**src/design/gwm_pkg.sv**
```systemverilog
// ----------------------------------------------------------------------------
// gwm_pkg
// Types and constants shared by the glob wildcard matcher modules.
// ----------------------------------------------------------------------------
package gwm_pkg;

    localparam logic [1:0] KIND_LITERAL = 2'd0;
    localparam logic [1:0] KIND_ANY     = 2'd1;
    localparam logic [1:0] KIND_STAR    = 2'd2;

    localparam logic [7:0] CHAR_QUESTION  = 8'h3F;
    localparam logic [7:0] CHAR_STAR      = 8'h2A;
    localparam logic [7:0] CHAR_BACKSLASH = 8'h5C;

    localparam logic OP_PATTERN = 1'b0;
    localparam logic OP_SUBJECT = 1'b1;

    localparam logic RESULT_STATUS  = 1'b0;
    localparam logic RESULT_VERDICT = 1'b1;

    typedef struct packed {
        logic       opcode;
        logic [7:0] char_value;
        logic       carries_char;
        logic       last;
    } in_item_t;

    typedef struct packed {
        logic result_kind;
        logic pattern_ok;
        logic matched;
    } out_item_t;

    // broadcast controls for the cell row
    typedef struct packed {
        logic [1:0] wr_kind;
        logic [7:0] wr_byte;
        logic [7:0] subj_byte;
        logic       seed_start;
        logic       start_load;
        logic       act_load;
        logic       act_start;
    } cell_ctrl_t;

endpackage

```
**src/design/gwm_cell.sv**
```systemverilog
// ----------------------------------------------------------------------------
// gwm_cell
// One pattern position: element store, active bit, start bit, star closure.
// ----------------------------------------------------------------------------
module gwm_cell (
    input  logic                aclk,
    input  logic                aresetn,
    input  gwm_pkg::cell_ctrl_t ctrl,
    input  logic                head,
    input  logic                wr_en,
    input  logic                in_use_cur,
    input  logic                in_use_next,
    input  logic                step_in,
    input  logic                close_in,
    output logic                step_out,
    output logic                close_out,
    output logic                close_val,
    output logic                active
);

    logic [1:0] kind_reg;
    logic [1:0] kind_next;
    logic [7:0] byte_reg;
    logic [7:0] byte_next;
    logic       active_reg;
    logic       active_next;
    logic       start_reg;
    logic       start_next;
    logic       star_cur;
    logic       star_nxt;
    logic       seed;

    assign kind_next = wr_en ? ctrl.wr_kind : kind_reg;
    assign byte_next = wr_en ? ctrl.wr_byte : byte_reg;

    assign star_cur = in_use_cur & (kind_reg == gwm_pkg::KIND_STAR);
    assign star_nxt = in_use_next & (kind_next == gwm_pkg::KIND_STAR);

    assign step_out = active_reg & in_use_cur & (kind_reg != gwm_pkg::KIND_STAR) &
                      ((kind_reg == gwm_pkg::KIND_ANY) | (byte_reg == ctrl.subj_byte));

    assign seed      = ctrl.seed_start ? head : ((active_reg & star_cur) | step_in);
    assign close_val = seed | close_in;
    assign close_out = close_val & star_nxt;
    assign active    = active_reg;

    always_comb begin
        if (ctrl.act_start) begin
            active_next = start_reg;
        end else if (ctrl.act_load) begin
            active_next = close_val;
        end else begin
            active_next = active_reg;
        end
        start_next = ctrl.start_load ? close_val : start_reg;
    end

    always_ff @(posedge aclk) begin
        kind_reg <= kind_next;
        byte_reg <= byte_next;
    end

    always_ff @(posedge aclk) begin
        if (!aresetn) begin
            active_reg <= head;
            start_reg  <= head;
        end else begin
            active_reg <= active_next;
            start_reg  <= start_next;
        end
    end

endmodule

```
**src/design/glob_wildcard_matcher.sv**
```systemverilog
// ----------------------------------------------------------------------------
// glob_wildcard_matcher
// Result: registered, valid the cycle after its accepted last item.
// One item per cycle while s_ready; a subject byte updates the whole row.
// Reset: empty pattern loaded, only the start position active.
// ----------------------------------------------------------------------------
module glob_wildcard_matcher #(
    parameter int PATTERN_MAX = 32
) (
    input  logic               aclk,
    input  logic               aresetn,
    input  logic               s_valid,
    output logic               s_ready,
    input  gwm_pkg::in_item_t  s_item,
    output logic               m_valid,
    input  logic               m_ready,
    output gwm_pkg::out_item_t m_item
);

    localparam int CW = $clog2(PATTERN_MAX + 1);
    localparam int NC = PATTERN_MAX + 1;

    logic [CW-1:0]      count_reg;
    logic [CW-1:0]      count_next;
    logic               esc_reg;
    logic               esc_next;
    logic               pat_ok_reg;
    logic               pat_ok_next;
    logic               closed_reg;
    logic               closed_next;
    logic               m_valid_reg;
    logic               m_valid_next;
    gwm_pkg::out_item_t m_item_reg;
    gwm_pkg::out_item_t m_item_next;

    logic          in_acc;
    logic          is_pat;
    logic          fresh;
    logic [CW-1:0] cnt_eff;
    logic          esc_eff;
    logic          ok_eff;
    logic          is_bs;
    logic          push;
    logic          esc_set;
    logic          esc_new;
    logic          full;
    logic          do_write;
    logic [CW-1:0] count_new;
    logic [CW-1:0] count_use;
    logic          ok_new;
    logic          pat_go;
    logic          subj_go;
    logic          pat_end;
    logic          subj_end;
    logic          end_hit;
    logic [1:0]    wr_kind;

    gwm_pkg::cell_ctrl_t ctrl;

    logic [NC:0]   step_vec;
    logic [NC:0]   close_chain;
    logic [NC-1:0] close_vec;
    logic [NC-1:0] act_vec;

    assign in_acc  = s_valid & s_ready;
    assign s_ready = !m_valid_reg | m_ready;
    assign is_pat  = s_item.opcode == gwm_pkg::OP_PATTERN;
    assign fresh   = is_pat & closed_reg;
    assign cnt_eff = fresh ? '0 : count_reg;
    assign esc_eff = !fresh & esc_reg;
    assign ok_eff  = fresh | pat_ok_reg;
    assign is_bs   = s_item.char_value == gwm_pkg::CHAR_BACKSLASH;

    assign push      = s_item.carries_char & (esc_eff | !is_bs);
    assign esc_set   = s_item.carries_char & !esc_eff & is_bs;
    assign esc_new   = esc_set | (esc_eff & !s_item.carries_char);
    assign full      = cnt_eff == CW'(PATTERN_MAX);
    assign do_write  = push & !full;
    assign count_new = cnt_eff + CW'(do_write);
    assign ok_new    = ok_eff & !(push & full) & !(s_item.last & esc_new);

    assign pat_go   = in_acc & is_pat;
    assign subj_go  = in_acc & !is_pat & closed_reg;
    assign pat_end  = pat_go & s_item.last;
    assign subj_end = subj_go & s_item.last;
    assign count_use = pat_go ? count_new : count_reg;

    always_comb begin
        if (esc_eff) begin
            wr_kind = gwm_pkg::KIND_LITERAL;
        end else if (s_item.char_value == gwm_pkg::CHAR_QUESTION) begin
            wr_kind = gwm_pkg::KIND_ANY;
        end else if (s_item.char_value == gwm_pkg::CHAR_STAR) begin
            wr_kind = gwm_pkg::KIND_STAR;
        end else begin
            wr_kind = gwm_pkg::KIND_LITERAL;
        end
    end

    always_comb begin
        ctrl.wr_kind    = wr_kind;
        ctrl.wr_byte    = s_item.char_value;
        ctrl.subj_byte  = s_item.char_value;
        ctrl.seed_start = is_pat;
        ctrl.start_load = pat_end;
        ctrl.act_load   = pat_end | (subj_go & s_item.carries_char & !s_item.last);
        ctrl.act_start  = subj_end;
    end

    assign step_vec[0]    = 1'b0;
    assign close_chain[0] = 1'b0;

    for (genvar i = 0; i < NC; i++) begin : g_cell
        localparam logic [CW-1:0] IDX  = CW'(i);
        localparam logic          HEAD = (i == 0);
        gwm_cell u_cell (
            .aclk        (aclk),
            .aresetn     (aresetn),
            .ctrl        (ctrl),
            .head        (HEAD),
            .wr_en       (pat_go & do_write & (cnt_eff == IDX)),
            .in_use_cur  (IDX < count_reg),
            .in_use_next (IDX < count_use),
            .step_in     (step_vec[i]),
            .close_in    (close_chain[i]),
            .step_out    (step_vec[i+1]),
            .close_out   (close_chain[i+1]),
            .close_val   (close_vec[i]),
            .active      (act_vec[i])
        );
    end

    assign end_hit = s_item.carries_char ? close_vec[count_reg] : act_vec[count_reg];

    always_comb begin
        count_next  = count_reg;
        esc_next    = esc_reg;
        pat_ok_next = pat_ok_reg;
        closed_next = closed_reg;
        if (pat_go) begin
            count_next  = count_new;
            esc_next    = !s_item.last & esc_new;
            pat_ok_next = ok_new;
            closed_next = s_item.last;
        end

        m_item_next.result_kind = is_pat ? gwm_pkg::RESULT_STATUS : gwm_pkg::RESULT_VERDICT;
        m_item_next.pattern_ok  = is_pat ? ok_new : pat_ok_reg;
        m_item_next.matched     = !is_pat & pat_ok_reg & end_hit;

        if (pat_end | subj_end) begin
            m_valid_next = 1'b1;
        end else if (m_ready) begin
            m_valid_next = 1'b0;
        end else begin
            m_valid_next = m_valid_reg;
        end
    end

    always_ff @(posedge aclk) begin
        if (!aresetn) begin
            count_reg   <= '0;
            esc_reg     <= 1'b0;
            pat_ok_reg  <= 1'b1;
            closed_reg  <= 1'b1;
            m_valid_reg <= 1'b0;
        end else begin
            count_reg   <= count_next;
            esc_reg     <= esc_next;
            pat_ok_reg  <= pat_ok_next;
            closed_reg  <= closed_next;
            m_valid_reg <= m_valid_next;
        end
    end

    always_ff @(posedge aclk) begin
        if (pat_end | subj_end) begin
            m_item_reg <= m_item_next;
        end
    end

    assign m_valid = m_valid_reg;
    assign m_item  = m_item_reg;

endmodule

```
**config.mk**
```make
export PLATFORM = sky130hd
export DESIGN_NAME = glob_wildcard_matcher
export DESIGN_NICKNAME = d
export VERILOG_FILES = /design/src/design/gwm_pkg.sv /design/src/design/gwm_cell.sv /design/src/design/glob_wildcard_matcher.sv
export SDC_FILE = /design/constraint.sdc
export NUM_CORES = 1
export LEC_CHECK = 0
export BUFFER_PORTS_ARGS = -buffer_cell sky130_fd_sc_hd__buf_2
export CORE_UTILIZATION = 60
export DETAILED_ROUTE_END_ITERATION = 8
export PLACE_DENSITY_LB_ADDON = 0.05
export SLEW_MARGIN = 10
export SYNTH_ARGS = -nofsm -noshare
export SYNTH_HDL_FRONTEND = slang
export SYNTH_SLANG_ARGS = --single-unit
```
**constraint.sdc**
```tcl
create_clock -name aclk -period 5.9 [get_ports aclk]
set_input_delay 0.885 -clock aclk [delete_from_list [all_inputs] [get_ports aclk]]
set_output_delay 0.885 -clock aclk [all_outputs]
set_load 0.01 [all_outputs]
```
After elaboration in Yosys (flattened, before gate mapping)
Cells that the tools add are included.
Widths: inputs -> output; s select.
{"block": "word_totals", "reg_bits": 401, "out_inout_bits": 5, "inputBits": 15, "wordCells": 944}
{"block": "classes", "n_reduce_logical": 12, "n_bitwise": 385, "muxes": 145, "n_eq_ne": 196, "magnitude_cmp": 66, "add_sub_neg": 1}
{"cell": "$and 1x1->1", "n": 282}
{"cell": "$eq 8x8->1", "n": 32}
{"cell": "$lt 5x6->1 const A", "n": 32}
{"cell": "$eq 2x2->1 const B", "n": 65}
{"cell": "$mux 1", "n": 106}
{"cell": "$or 1x1->1", "n": 102}
{"cell": "$eq 6x5->1 const B", "n": 16}
{"cell": "$lt 4x6->1 const A", "n": 16}
{"cell": "$mux 2", "n": 35}
{"cell": "$eq 2x1->1 const B", "n": 32}
{"cell": "$ne 2x2->1 const B", "n": 32}
{"cell": "$eq 6x4->1 const B", "n": 8}
{"cell": "$lt 3x6->1 const A", "n": 8}
{"cell": "$eq 6x3->1 const B", "n": 4}
{"cell": "$lt 1x6->1 const A", "n": 4}
{"cell": "$lt 2x6->1 const A", "n": 4}
{"cell": "$eq 8x6->1 const B", "n": 2}
{"cell": "$bmux 1 s6", "n": 2}
{"cell": "$eq 6x2->1 const B", "n": 2}
{"cell": "$mux 6", "n": 2}
{"cell": "$logic_not 1->1", "n": 9}
{"cell": "$eq 8x7->1 const B", "n": 1}
{"cell": "$lt 6x7->1 const B", "n": 1}
{"cell": "$add 6x1->6", "n": 1}
{"cell": "6 further kinds", "n": 7}

Longest topological paths before layout
{"block": "depth", "ltp_word": 80, "ltp_mapped": 21, "ltp_nobuf": 19}

Modules after synthesis
From an unflattened synthesis, not the netlist that was laid out.
{"block": "hier_totals", "cells_unflattened": 1799, "area_unflattened_um2": 20970.1}
{"module": "gwm_cell", "area_per_inst_um2": 560.5, "seq_area_each_um2": 340.3, "cells_per_inst": 44, "instances": 33}
{"module": "glob_wildcard_matcher", "area_per_inst_um2": 2472.4, "seq_area_each_um2": 290.3, "cells_per_inst": 347, "instances": 1}

Worst setup path after synthesis
OpenSTA, ideal clock, no wires.
{"block": "synth_path", "path_kind": "input to register", "startpoint": "in s_item[3] (netlist name)", "endpoint": "reg m_item_reg (netlist bit m_item[0]), data pin", "cell_stages": 20, "setup_ns": 0.167, "arrival_time_ns": 5.017, "setup_slack_ns": 0.716, "path_buffers": 2, "t_required_ns": 5.733, "cell_sequence": "buf_4 -> or4b_4 -> a2111o_1 -> buf_6 -> nand2_1 -> nor3_1 -> ha_1 -> o211ai_1 -> a22o_1 -> nand2_1 -> a41oi_1 -> o211ai_1 -> nor2_2 -> a21oi_4 -> o31a_4 -> a211oi_2 -> nor2_1 -> a211oi_1 -> o31ai_1 -> a221oi_2"}
{"element": "start, declared", "line": "glob_wildcard_matcher.sv:14", "text": "input gwm_pkg::in_item_t s_item,"}
{"element": "end signal, assigned", "line": "glob_wildcard_matcher.sv:178", "text": "m_item_reg <= m_item_next;"}
{"element": "end, declared", "line": "glob_wildcard_matcher.sv:33", "text": "gwm_pkg::out_item_t m_item_reg;"}

==> metrics.txt <==
Util after Layout=68.3%; clk_skew=0.0300 ns; sequential share of the synthesized area=53.2%; setup violators final=0; antenna violations before repair=1; Worst-path clk slew=0.07 ns; number of global-route vias before repair=14400; worst-margin pin slew=1.29 ns; post-DP HPWL=38400 um; Reg2Reg Launch Point=count_reg[0]; Synth Area per Inst=11.0 um2; number of port buffers=19; Tot Pwr=5.94 mW; Seq pwr share=50.6%; fin area=22400 um2; fraction of layout cells with a size suffix above 1=14.5%; internal power=4.61 mW; wire per inst=24.0 um; Static Leak=7.63 nW; first-pass GRT wire length=85200 um; Hold Crit Depth=2; I/O Pins=20; largest net degree at the start of global routing=67; Ys Warns=0; CTS resizes=0; largest area contributor in the netlist=edfxtp_1; Final Critical Period=5.23 ns; Layout area overhead=11.7%; Clock Path Buffers=3; detailed-route via count=14800; area of the multi-input gates=8860 um2; ys flop type=edfxtp_1; Worst Hold End=g_cell[10].u_cell.kind_reg[0]; GRT overflow=0; total net switching power=1.33 mW; Filler cells=2480; worst vdd ir=0.000284 V; Logic pwr share=5.4%; DP Cell Count=2268; Crit path required time=6.29 ns; CP Launch Type=register; period utilisation layout=88.6%; Fmax=191 MHz; htree depth=2; Cell Pwr Density=266 nW/um2; setup TNS=0 ns; ANT nets after route=0; hold buffers post-CTS=0; synthesized area=20000 um2; die area=34100 um2; slew margin rel.=14.1%; Crit path arrival time=5.61 ns; Clk Latency, worst-skew pair=0.56 ns; Final WS setup=0.674 ns; EDFF count, synth=261; RSZ-0062 raised after global routing=no; Hold Crit Class=reg -> reg; CTS Buf Count=42; synth top area cells=edfxtp_1 39%, dfxtp_1 14%, xor2_1 7.8%; Cell Count, Final, Fillers Out=2345; critical path class=reg -> reg; Clk pwr share=43.9%; DR iter-0 viols=1472; hold slack=0.438 ns; R2R depth=16; Async S/R FF share, synth=0%; Yosys reg bits=401; FF/Latch Area=10600 um2; final hold violations=0; drt drc=0; worst reg2reg setup slack=0.67 ns; CTS tree=yes; Net Sw Frac=22.3%; final max-slew violation count=0; row cnt=66; router iterations before antenna repair=5; Yosys top cell area share=39.2%; status=complete, no violations; min-delay src=g_cell[10].u_cell.kind_reg[0]; Setup WS pre-CTS=0.301 ns; NumNets Final=1886; synth unique cells=102; CORE AREA=32700 um2; CTS root buffer=clkbuf_16; wirelength, routed=56400 um; Initial Util=61.2%; Max-cap violations=0; DR vias/cell=6.31; max FFs per register=256; cell with the most instances after synthesis=edfxtp_1; postcts setup bufs=0; crit path capture type=register; RR Endpoint=m_item[0]; Vert. Die Dim=185 um; Post-synth top cells=261 x edfxtp_1, 177 x xor2_1, 166 x nand2_1; CP max FO=15; clk sinks=401; Mapped Cells=1820; Die X=185 um; DP Area=21000 um2; GRT Total Usage=33.6%; final estimated routing congestion in global placement=1.03
[worst max-delay path by stage]
stage / startpoint / end / slack (ns) / cells past startpoint
floorplan: s_item[3] / m_item[0] / 0.72 / 20
global placement: s_item[2] / m_item[0] / 0.34 / 20
detailed placement: s_item[2] / m_item[0] / 0.30 / 19
CTS: count_reg[0] / m_item[0] / 0.83 / 15
global route: count_reg[0] / m_item[0] / 0.39 / 15
finish: count_reg[0] / m_item[0] / 0.67 / 16
[worst max-delay path, stage by stage, from the launching register on]
cell,delay [ns]
dfxtp_1,0.77
inv_1,0.40
nor3_1,0.30
ha_1,0.30
nand3_1,0.11
nand4b_1,0.20
and3_1,0.35
nand2_1,0.27
a21oi_1,0.09
nor4b_1,0.54
nand3_1,0.13
o21a_1,0.19
o21a_1,0.21
a211o_1,0.29
a211oi_1,0.37
nand4_1,0.24
a221oi_2,0.26
[layout by cell type, fill, tap and decap left out, types with 7 or more instances in the layout]
master / instances
xnor2_1: 83
edfxtp_1: 261
nand4_1: 27
nor2_1: 106
a211oi_1: 26
dfxtp_1: 140
mux2i_1: 20
o211ai_1: 20
a21o_1: 10
buf_4: 92
clkbuf_1: 7
mux4_2: 10
nand2_1: 166
a22oi_1: 7
a21oi_1: 55
a22o_1: 10
clkinv_2: 8
and2_1: 20
o22ai_1: 15
xor2_1: 177
buf_2: 11
o21ai_1: 7
nand2b_1: 33
nand3_1: 35
o21ai_0: 113
a21boi_0: 12
nor3b_1: 7
clkbuf_16: 44
a31oi_1: 17
nor4_1: 46
nor2b_1: 47
nor3_1: 20
inv_1: 28
mux2_2: 42
[metal layers]
| layer | global-route usage [%] | routed length (um) | vias to the layer above |
|---|---|---|---|
| li1 | - | - | 6743 |
| met5 | 0 | 0 | - |
| met2 | 55.4 | 26800 | 572 |
| met1 | 43.7 | 23500 | 7320 |
| met3 | 4.96 | 3500 | 170 |
| met4 | 15.9 | 2650 | 0 |
[logic make-up after synthesis]
kind of cell	Yosys count	synth area share, %
adders and majority gates	5	0.263
xor gates and xnor gates	262	11.6
other	1	0.0187
AOI/OAI and AO/OA	374	12.6
DFF	401	53.2
and+or+nand+nor	572	14.9
buffers and inverters	131	2.81
muxes	74	4.62
[power groups by stage]
stage                     Sequential [mW]  Combinational (mW)  Clock, mW
after floorplan                      3.06               0.199          0
after global placement               3.07               0.313          0
after detailed placement             3.07               0.319          0
after CTS                            3.01               0.321       2.64
after global routing                 3.01               0.345       2.74
final                                3.01               0.324       2.61
[area by class of cell]
cell class,count,area share (%)
multi-input cells,1289,39.6
flip-flops and latches,401,47.6
well taps,442,2.47
inverters,29,0.487
diodes,1,0.0112
repair buffers,107,3.69
clock inverters,24,0.974
clock buffers,52,5.11
Note: power is estimated with default switching activity, not from simulation.
